### src/rtl/assert_macros.svh
// Assertion macros used by the top-level RTL file.
`ifndef ASSERT_MACROS_SVH
`define ASSERT_MACROS_SVH

// Same-cycle implication, checked at every rising clock edge outside reset.
`define ASSERT_IMPL(label, clk, rst_n, ante, cons) \
	label: assert property (@(posedge clk) disable iff (!(rst_n)) (ante) |-> (cons)) \
		else $error("assertion failed: same-cycle implication");

// Next-cycle implication, checked at every rising clock edge outside reset.
`define ASSERT_NEXT(label, clk, rst_n, ante, cons) \
	label: assert property (@(posedge clk) disable iff (!(rst_n)) (ante) |=> (cons)) \
		else $error("assertion failed: next-cycle implication");

`endif

### src/rtl/x86ild_pkg.sv
// Package: shared types and constants of the instruction length decoder.
`timescale 1ns / 1ps
package x86ild_pkg;

	localparam int WIN_W   = 64;
	localparam int AVAIL_W = 5;
	localparam int LEN_W   = 5;
	localparam int CLS_W   = 5;

	localparam logic [LEN_W-1:0] MAX_LEN = 5'd16;

	// mnemonic classes
	localparam logic [CLS_W-1:0] CL_UNK     = 5'd0;
	localparam logic [CLS_W-1:0] CL_INT3    = 5'd1;
	localparam logic [CLS_W-1:0] CL_NOP     = 5'd2;
	localparam logic [CLS_W-1:0] CL_RET     = 5'd3;
	localparam logic [CLS_W-1:0] CL_RETF    = 5'd4;
	localparam logic [CLS_W-1:0] CL_INT     = 5'd5;
	localparam logic [CLS_W-1:0] CL_JMP     = 5'd6;
	localparam logic [CLS_W-1:0] CL_CALL    = 5'd7;
	localparam logic [CLS_W-1:0] CL_PUSH    = 5'd8;
	localparam logic [CLS_W-1:0] CL_POP     = 5'd9;
	localparam logic [CLS_W-1:0] CL_MOV     = 5'd10;
	localparam logic [CLS_W-1:0] CL_JCC     = 5'd11;
	localparam logic [CLS_W-1:0] CL_SETCC   = 5'd12;
	localparam logic [CLS_W-1:0] CL_SYSCALL = 5'd13;
	localparam logic [CLS_W-1:0] CL_ALU0    = 5'd14;
	localparam logic [CLS_W-1:0] CL_TEST    = 5'd22;
	localparam logic [CLS_W-1:0] CL_XCHG    = 5'd23;

	// opcode bytes
	localparam logic [7:0] OP_ESC   = 8'h0F;
	localparam logic [7:0] OP_GRP5  = 8'hFF;
	localparam logic [7:0] OP_INT3  = 8'hCC;
	localparam logic [7:0] OP_NOP   = 8'h90;
	localparam logic [7:0] OP_RET   = 8'hC3;
	localparam logic [7:0] OP_RETF  = 8'hCB;
	localparam logic [7:0] OP_RETN  = 8'hC2;
	localparam logic [7:0] OP_INT   = 8'hCD;
	localparam logic [7:0] OP_JMP8  = 8'hEB;
	localparam logic [7:0] OP_JMP32 = 8'hE9;
	localparam logic [7:0] OP_CALL  = 8'hE8;
	localparam logic [7:0] OP_IMM32 = 8'h81;
	localparam logic [7:0] ESC_NOPL = 8'h1F;
	localparam logic [7:0] ESC_SYSC = 8'h05;

	typedef struct packed {
		logic [LEN_W-1:0] insn_length;
		logic [CLS_W-1:0] mnemonic_class;
		logic             fits;
	} dec_result_t;

endpackage

### src/rtl/x86_instruction_length_decode_top.sv
// Top level of the x86-64 instruction length pre-decoder.
`timescale 1ns / 1ps
`include "assert_macros.svh"
// Instruction length pre-decoder. Give it the first eight bytes of an
// instruction window and the count of valid bytes; it returns the length,
// a mnemonic class and a fits flag. A transaction is taken on any edge with
// start high; busy is always low, so one transaction per clock is sustained.
// Each result appears on insn_length/mnemonic_class/fits for exactly one
// cycle with done high. The accepting edge loads the input register; the
// result register then loads the output of the single-pass decode (prefix
// scan, REX, opcode and ModRM length logic).
// The receiver cannot stall; results are dropped if not captured.
// Notes:
//  - up to four legacy prefixes and one REX byte are skipped
//  - avail_bytes of 0 gives length 0, class unknown, fits low
//  - bytes beyond avail_bytes are never examined
module x86_instruction_length_decode_top (
	input  logic                                clk,
	input  logic                                arst_n,
	input  logic                                start,
	output logic                                busy,
	input  logic [x86ild_pkg::WIN_W-1:0]        window_bytes,
	input  logic [x86ild_pkg::AVAIL_W-1:0]      avail_bytes,
	output logic                                done,
	output logic [x86ild_pkg::LEN_W-1:0]        insn_length,
	output logic [x86ild_pkg::CLS_W-1:0]        mnemonic_class,
	output logic                                fits
);

	logic                              valid_s1;
	logic [x86ild_pkg::WIN_W-1:0]      window_s1;
	logic [x86ild_pkg::AVAIL_W-1:0]    avail_s1;
	logic                              valid_s2;
	logic [x86ild_pkg::AVAIL_W-1:0]    avail_s2;
	x86ild_pkg::dec_result_t           dec_res;
	x86ild_pkg::dec_result_t           res_s2;

	// never stalls: every cycle can take a new transaction
	assign busy = 1'b0;

	// input register
	always_ff @(posedge clk or negedge arst_n) begin
		if (!arst_n) begin
			valid_s1 <= 1'b0;
		end else begin
			valid_s1 <= start && !busy;
		end
	end

	always_ff @(posedge clk) begin
		if (start && !busy) begin
			window_s1 <= window_bytes;
			avail_s1  <= avail_bytes;
		end
	end

	x86ild_decode u_decode (
		.window_bytes (window_s1),
		.avail_bytes  (avail_s1),
		.result       (dec_res)
	);

	// result register; strobe lasts one cycle per transaction
	always_ff @(posedge clk or negedge arst_n) begin
		if (!arst_n) begin
			valid_s2 <= 1'b0;
		end else begin
			valid_s2 <= valid_s1;
		end
	end

	always_ff @(posedge clk) begin
		if (valid_s1) begin
			res_s2   <= dec_res;
			avail_s2 <= avail_s1;
		end
	end

	assign done           = valid_s2;
	assign insn_length    = res_s2.insn_length;
	assign mnemonic_class = res_s2.mnemonic_class;
	assign fits           = res_s2.fits;

	// accepted transaction reaches the input register on the next edge
	`ASSERT_NEXT(a_accept_to_s1, clk, arst_n, start && !busy, valid_s1)
	// no result unless the input register held an accepted transaction
	`ASSERT_IMPL(a_done_origin, clk, arst_n, done, $past(valid_s1))
	// zero length always means unknown class and no fit
	`ASSERT_IMPL(a_zero_len, clk, arst_n, done && insn_length == 5'd0,
		mnemonic_class == x86ild_pkg::CL_UNK && !fits)
	// fit flag agrees with the length bound and the available count
	`ASSERT_IMPL(a_fit_bound, clk, arst_n, done && fits,
		insn_length <= x86ild_pkg::MAX_LEN && insn_length <= avail_s2)

endmodule

### src/rtl/x86ild_decode.sv
// Combinational length and class decode of one instruction window.
`timescale 1ns / 1ps
module x86ild_decode (
	input  logic [x86ild_pkg::WIN_W-1:0]   window_bytes,
	input  logic [x86ild_pkg::AVAIL_W-1:0] avail_bytes,
	output x86ild_pkg::dec_result_t        result
);

	function automatic logic [7:0] byte_at(input logic [63:0] w, input logic [2:0] idx);
		byte_at = w[idx*8 +: 8];
	endfunction

	function automatic logic is_prefix(input logic [7:0] c);
		is_prefix = (c == 8'h66) || (c == 8'h67) || (c == 8'hF0) || (c == 8'hF2) ||
			(c == 8'hF3) || (c == 8'h2E) || (c == 8'h36) || (c == 8'h3E) ||
			(c == 8'h26) || (c == 8'h64) || (c == 8'h65);
	endfunction

	// opcode + modrm + displacement + one SIB byte
	function automatic logic [2:0] modrm_len(input logic [7:0] m);
		logic [2:0] n;
		n = 3'd2;
		if (m[7:6] == 2'd0 && m[2:0] == 3'd5) n = n + 3'd4;
		else if (m[7:6] == 2'd1) n = n + 3'd1;
		else if (m[7:6] == 2'd2) n = n + 3'd4;
		if (m[2:0] == 3'd4 && m[7:6] != 2'd3) n = n + 3'd1;
		modrm_len = n;
	endfunction

	logic [4:0] av;
	logic [3:0] pfx;
	logic [2:0] off0;
	logic [7:0] b0;
	logic       rex;
	logic       wide;
	logic [2:0] off;
	logic [4:0] off5;
	logic [7:0] b;
	logic [7:0] b1;
	logic [7:0] b2;
	logic       has1;
	logic       has2;
	logic [3:0] nopl_n;
	logic [4:0] len;
	logic [4:0] cls;

	assign av = avail_bytes;

	// up to four legacy prefixes, each only if the byte is available
	always_comb begin
		pfx[0] = (av > 5'd0) && is_prefix(window_bytes[7:0]);
		pfx[1] = pfx[0] && (av > 5'd1) && is_prefix(window_bytes[15:8]);
		pfx[2] = pfx[1] && (av > 5'd2) && is_prefix(window_bytes[23:16]);
		pfx[3] = pfx[2] && (av > 5'd3) && is_prefix(window_bytes[31:24]);
	end

	assign off0 = 3'(pfx[0]) + 3'(pfx[1]) + 3'(pfx[2]) + 3'(pfx[3]);
	assign b0   = byte_at(window_bytes, off0);
	assign rex  = (b0[7:4] == 4'h4);
	assign wide = rex && b0[3];
	assign off  = rex ? off0 + 3'd1 : off0;
	assign off5 = {2'b00, off};
	assign b    = byte_at(window_bytes, off);
	assign b1   = byte_at(window_bytes, off + 3'd1);
	assign b2   = byte_at(window_bytes, off + 3'd2);
	assign has1 = (off5 + 5'd1) < av;
	assign has2 = (off5 + 5'd2) < av;

	// 0F 1F length: opcode pair + modrm + SIB + displacement
	always_comb begin
		nopl_n = 4'd3;
		if (b2[2:0] == 3'd4) nopl_n = nopl_n + 4'd1;
		if (b2[7:6] == 2'd1) nopl_n = nopl_n + 4'd1;
		else if (b2[7:6] == 2'd2) nopl_n = nopl_n + 4'd4;
	end

	always_comb begin
		len = off5 + 5'd1;
		cls = x86ild_pkg::CL_UNK;
		if (av == 5'd0) begin
			len = 5'd0;
		end else if ({2'b00, off0} >= av) begin
			len = 5'd1;
		end else if (rex && off5 >= av) begin
			len = 5'd1;
		end else begin
			case (b)
				x86ild_pkg::OP_INT3: begin
					cls = x86ild_pkg::CL_INT3;
				end
				x86ild_pkg::OP_NOP: begin
					cls = x86ild_pkg::CL_NOP;
				end
				x86ild_pkg::OP_RET: begin
					cls = x86ild_pkg::CL_RET;
				end
				x86ild_pkg::OP_RETF: begin
					cls = x86ild_pkg::CL_RETF;
				end
				x86ild_pkg::OP_RETN: begin
					len = off5 + 5'd3;
					cls = x86ild_pkg::CL_RET;
				end
				x86ild_pkg::OP_INT: begin
					len = off5 + 5'd2;
					cls = x86ild_pkg::CL_INT;
				end
				x86ild_pkg::OP_JMP8: begin
					len = off5 + 5'd2;
					cls = x86ild_pkg::CL_JMP;
				end
				x86ild_pkg::OP_JMP32: begin
					len = off5 + 5'd5;
					cls = x86ild_pkg::CL_JMP;
				end
				x86ild_pkg::OP_CALL: begin
					len = off5 + 5'd5;
					cls = x86ild_pkg::CL_CALL;
				end
				x86ild_pkg::OP_GRP5: begin
					if (has1) begin
						len = off5 + 5'(modrm_len(b1));
						if (b1[5:3] == 3'd2) cls = x86ild_pkg::CL_CALL;
						else if (b1[5:3] == 3'd4) cls = x86ild_pkg::CL_JMP;
						else if (b1[5:3] == 3'd6) cls = x86ild_pkg::CL_PUSH;
					end else begin
						len = off5 + 5'd2;
					end
				end
				x86ild_pkg::OP_ESC: begin
					if (!has1) begin
						len = off5 + 5'd1;
					end else if (b1[7:4] == 4'h8) begin
						len = off5 + 5'd6;
						cls = x86ild_pkg::CL_JCC;
					end else if (b1[7:4] == 4'h9) begin
						len = off5 + 5'd3;
						cls = x86ild_pkg::CL_SETCC;
					end else if (b1 == x86ild_pkg::ESC_NOPL && has2) begin
						len = off5 + 5'(nopl_n);
						cls = x86ild_pkg::CL_NOP;
					end else if (b1 == x86ild_pkg::ESC_SYSC) begin
						len = off5 + 5'd2;
						cls = x86ild_pkg::CL_SYSCALL;
					end else begin
						len = off5 + 5'd3;
					end
				end
				default: begin
					if (b[7:3] == 5'b01010) begin
						cls = x86ild_pkg::CL_PUSH;
					end else if (b[7:3] == 5'b01011) begin
						cls = x86ild_pkg::CL_POP;
					end else if (b[7:3] == 5'b10110) begin
						len = off5 + 5'd2;
						cls = x86ild_pkg::CL_MOV;
					end else if (b[7:3] == 5'b10111) begin
						len = wide ? off5 + 5'd9 : off5 + 5'd5;
						cls = x86ild_pkg::CL_MOV;
					end else if (b[7:4] == 4'h7) begin
						len = off5 + 5'd2;
						cls = x86ild_pkg::CL_JCC;
					end else if (((b < 8'h40 && b[2:0] <= 3'd3) ||
						(b >= 8'h84 && b <= 8'h8B)) && has1) begin
						len = off5 + 5'(modrm_len(b1));
						if (b >= 8'h88) cls = x86ild_pkg::CL_MOV;
						else if (b == 8'h84 || b == 8'h85) cls = x86ild_pkg::CL_TEST;
						else if (b == 8'h86 || b == 8'h87) cls = x86ild_pkg::CL_XCHG;
						else cls = x86ild_pkg::CL_ALU0 + 5'(b[5:3]);
					end else if (b[7:2] == 6'b100000 && has1) begin
						cls = x86ild_pkg::CL_ALU0 + 5'(b1[5:3]);
						len = off5 + 5'(modrm_len(b1)) +
							((b == x86ild_pkg::OP_IMM32) ? 5'd4 : 5'd1);
					end
				end
			endcase
		end
	end

	assign result.insn_length    = len;
	assign result.mnemonic_class = cls;
	assign result.fits           = (len != 5'd0) && (len <= av);

endmodule
### config.mk
export PLATFORM = sky130hd
export DESIGN_NAME = x86_instruction_length_decode_top
export DESIGN_NICKNAME = d
export VERILOG_FILES = /design/src/rtl/x86ild_pkg.sv /design/src/rtl/x86_instruction_length_decode_top.sv /design/src/rtl/x86ild_decode.sv
export VERILOG_INCLUDE_DIRS = /design/src /design/src/rtl
export SDC_FILE = /design/constraint.sdc
export NUM_CORES = 1
export LEC_CHECK = 0
export ABC_AREA = 1
export BUFFER_PORTS_ARGS = -buffer_cell sky130_fd_sc_hd__buf_2
export CAP_MARGIN = 5
export CORE_MARGIN = 2
export CORE_UTILIZATION = 35
export DETAILED_ROUTE_END_ITERATION = 10
export HOLD_SLACK_MARGIN = 0.03
export PLACE_DENSITY_LB_ADDON = 0.12
export RECOVER_POWER = 50
export SKIP_CTS_REPAIR_TIMING = 1
export SLEW_MARGIN = 20
export SYNTH_ARGS = -nofsm -noshare
export SYNTH_HDL_FRONTEND = slang
export SYNTH_SLANG_ARGS = --single-unit
### constraint.sdc
create_clock -name clk -period 10.9 [get_ports clk]
set_input_delay 1.09 -clock clk [delete_from_list [all_inputs] [get_ports clk]]
set_output_delay 1.09 -clock clk [all_outputs]
set_load 0.01 [all_outputs]
==> reports/metrics.yaml <==
worstMarginPinSlew_ns: 3.68
floorplan.initialDensity_pct: 35.4
met3_wirelength_mm: 1.46
seq_area_frac_synth_pct: 32.0
clk_transition_reported_paths_ns: 0.06
synthArstFlopShare_pct: 2.44
netlist_area_um2: 7660
tns_ns: 0
timing.critical_path.max_delay_family: "simple AND/OR/NAND/NOR gates"
final_layout_size_suffix_gt1_share_pct: 15.1
fp.dieH_um: 152
detailedPlacementHpwl_mm: 20.2
global_route.overflow_total: 0
most_frequent_cells_in_the_layout: "nand2_1 (381), nand3_1 (152), inv_1 (105)"
vias_per_cell: 5.21
boundaryPins: 85
fp.coreArea_um2: 21600
via_count_of_the_first_global_routing_pass: 7337
report.final.setup_viol: 0
design.die.area_um2: 23100
cts-htree-levels: 3
outcome: "complete, but fails checks"
grtUsageTotal_pct: 22.9
antenna_found_initial: 0
critical_path.max_fanout: 17
avgRoutedWirePerCell_um: 18.2
cp_common_cell: "nand2_1"
number_of_buffers_created_by_cts: 9
cts_num_sinks: 82
timing.max_slew.rel_slack_pct: -145
fill_cells: 2329
layout-area-overhead-vs-synth_pct: 11.0
clk_path_buf_depth: 2
yosys_most_used_dff: "edfxtp_1"
crit_slowest_cell: "clkinv_1"
parity_gate_share_of_the_synthesized_area_counting_xor_and_xnor_cells_pct: 0.801
routedLengthMet1_mm: 11.5
path_class: "reg -> reg"
power.ir.vdd_worst_mv: 0.0776
rsz0062_at_grt: "false"
met2_wirelength_mm: 12.4
worst_path_arrival_ns: 9.72
cts_root_buf: "clkbuf_16"
drt_pass1_iterations: 7
synth.net_count: 1204
ys_seq_elements: 82
ys.warnings.count: 0
critical_path_depth: 53
leakage_nw: 4.14
timing.reg2reg.worst_path_depth: 53
yosysUniqueCellTypes: 60
crit_path_time_final_ns: 9.60
critical_path.endpoint_type: "flop"
power.density_nw_per_um2: 136
maxUsedRoutingLayer: "met4"
grt_first_pass_wirelength_mm: 41.2
drt_iter0_drc: 617
mostFrequentLayoutCell: "nand2_1"
die_width_um: 152
critPathBufInv: 7
hold_class: "in -> async"
upper_clock_frequency_limit_mhz: 104
synth-simple-area-share_pct: 39.7
rows: 54
cts_tree: "built"
per_instance_average_area_after_synthesis_um2: 7.06
drc: 0
synthCells: 1084
portBuffers: 83
timing_max_transition_violations_final: 71
violations_in_the_final_reports: "max-capacitance violations, max-slew violations"
stage_delay_of_the_slowest_cell_on_the_critical_path_ns: 0.54
clock_insertion_delay_worst_skew_ns: 0.36
num-nets-final: 1269
synthAdderAreaFrac_pct: 8.24
synth-edff-count: 80
grt_max_degree: 80
compound_gate_fraction_of_synth_area_pct: 9.77
antenna_cells: 0
vias: 7472
timing.critical_path.required_ns: 11.01
finalWirelength_mm: 26.0
drtAntennaViolNets: 0
post-route-period-util_pct: 88.1
clock_skew_ns: 0.00631
hold_viol: 0
critPathLaunchType: "flop"
gp_routability_congestion: 0.935
timing.max_cap.violations: 1
dominant_combinational_cell_family_by_area_after_synthesis: "simple AND/OR/NAND/NOR gates"
finish.utilization_pct: 39.3
muxShareOfSynthArea_pct: 0
## where the power goes
| group | total [W] | internal [W] | switching [W] |
|---|---|---|---|
| Combinational | 0.000436 | 0.000142 | 0.000294 |
| Sequential | 0.000411 | 0.000387 | 0.0000232 |
| Clock | 0.000305 | 0.000177 | 0.000128 |
## layout make-up
type,instances,area [µm²],share of cell area [%]
clock buffer,11,233,2.74
clock inverter,5,55.1,0.648
inverter,119,453,5.33
multi-input combinational,845,4480,52.7
sequential,82,2450,28.8
tap,280,350,4.12
timing repair buffer,92,475,5.59
## per-stage QoR
| step | power [W] | setup slack (ns) | cell area (µm²) | hold WS (ns) | std cells |
|---|---|---|---|---|---|
| 2_1_floorplan | 0.000717 | 2.19 | 7660 | 0.592 | 1084 |
| 3_3_place_gp | 0.000850 | 1.15 | 8210 | 0.667 | 1417 |
| 3_5_place_dp | 0.000846 | 0.982 | 8210 | 0.672 | 1417 |
| 4_1_cts | 0.00115 | 0.970 | 8500 | 0.501 | 1433 |
| 5_1_grt | 0.00123 | 0.291 | 8500 | 0.511 | 1434 |
| 6_report | 0.00115 | 1.30 | 8500 | 0.506 | 1434 |
## kinds of logic after synthesis
logic type	count (synthesis)
flops	82
simple gates	671
xor+xnor	7
compound gates	118
fa+ha+maj	48
other cells	1
buf+inv	157
## Yosys cell counts (10+ instances only)
cell	number	area [µm²]
o21ai_0	23	115
a21oi_1	36	180
o211ai_1	14	105
buf_6	12	135
nor2_2	10	62.6
nor2_1	58	218
nand3_1	152	761
nand2_2	23	144
edfxtp_1	80	2400
inv_1	106	398
nand4_1	11	68.8
nand2_1	381	1430
ha_1	44	551
o21ai_1	10	50.1
## layer usage
metal | vias to the layer above | GRT usage [%]
li1 | 3739 | -
met1 | 3410 | 30.3
met2 | 273 | 38.3
met3 | 50 | 3.31
met4 | 0 | 7.97
met5 | - | 0
## final timing paths
kind / to / start / slack, ns
hold reg to reg: done / valid_s1 / 0.66
setup reg to reg: fits / window_s1[2] / 1.30
min in group clk: done / valid_s1 / 0.66
hold / removal: done / arst_n / 0.51
max in group asynchronous: valid_s1 / arst_n / 10.27
setup / recovery: fits / window_s1[2] / 1.30
## registers in the layout, summed over array words and instances, names as in the netlist
register and flops:
valid_s1 1, avail_s1 5, done 1, mnemonic_class 5, insn_length 5, fits 1
window_s1 64
Power figures use the tool's default switching activity.
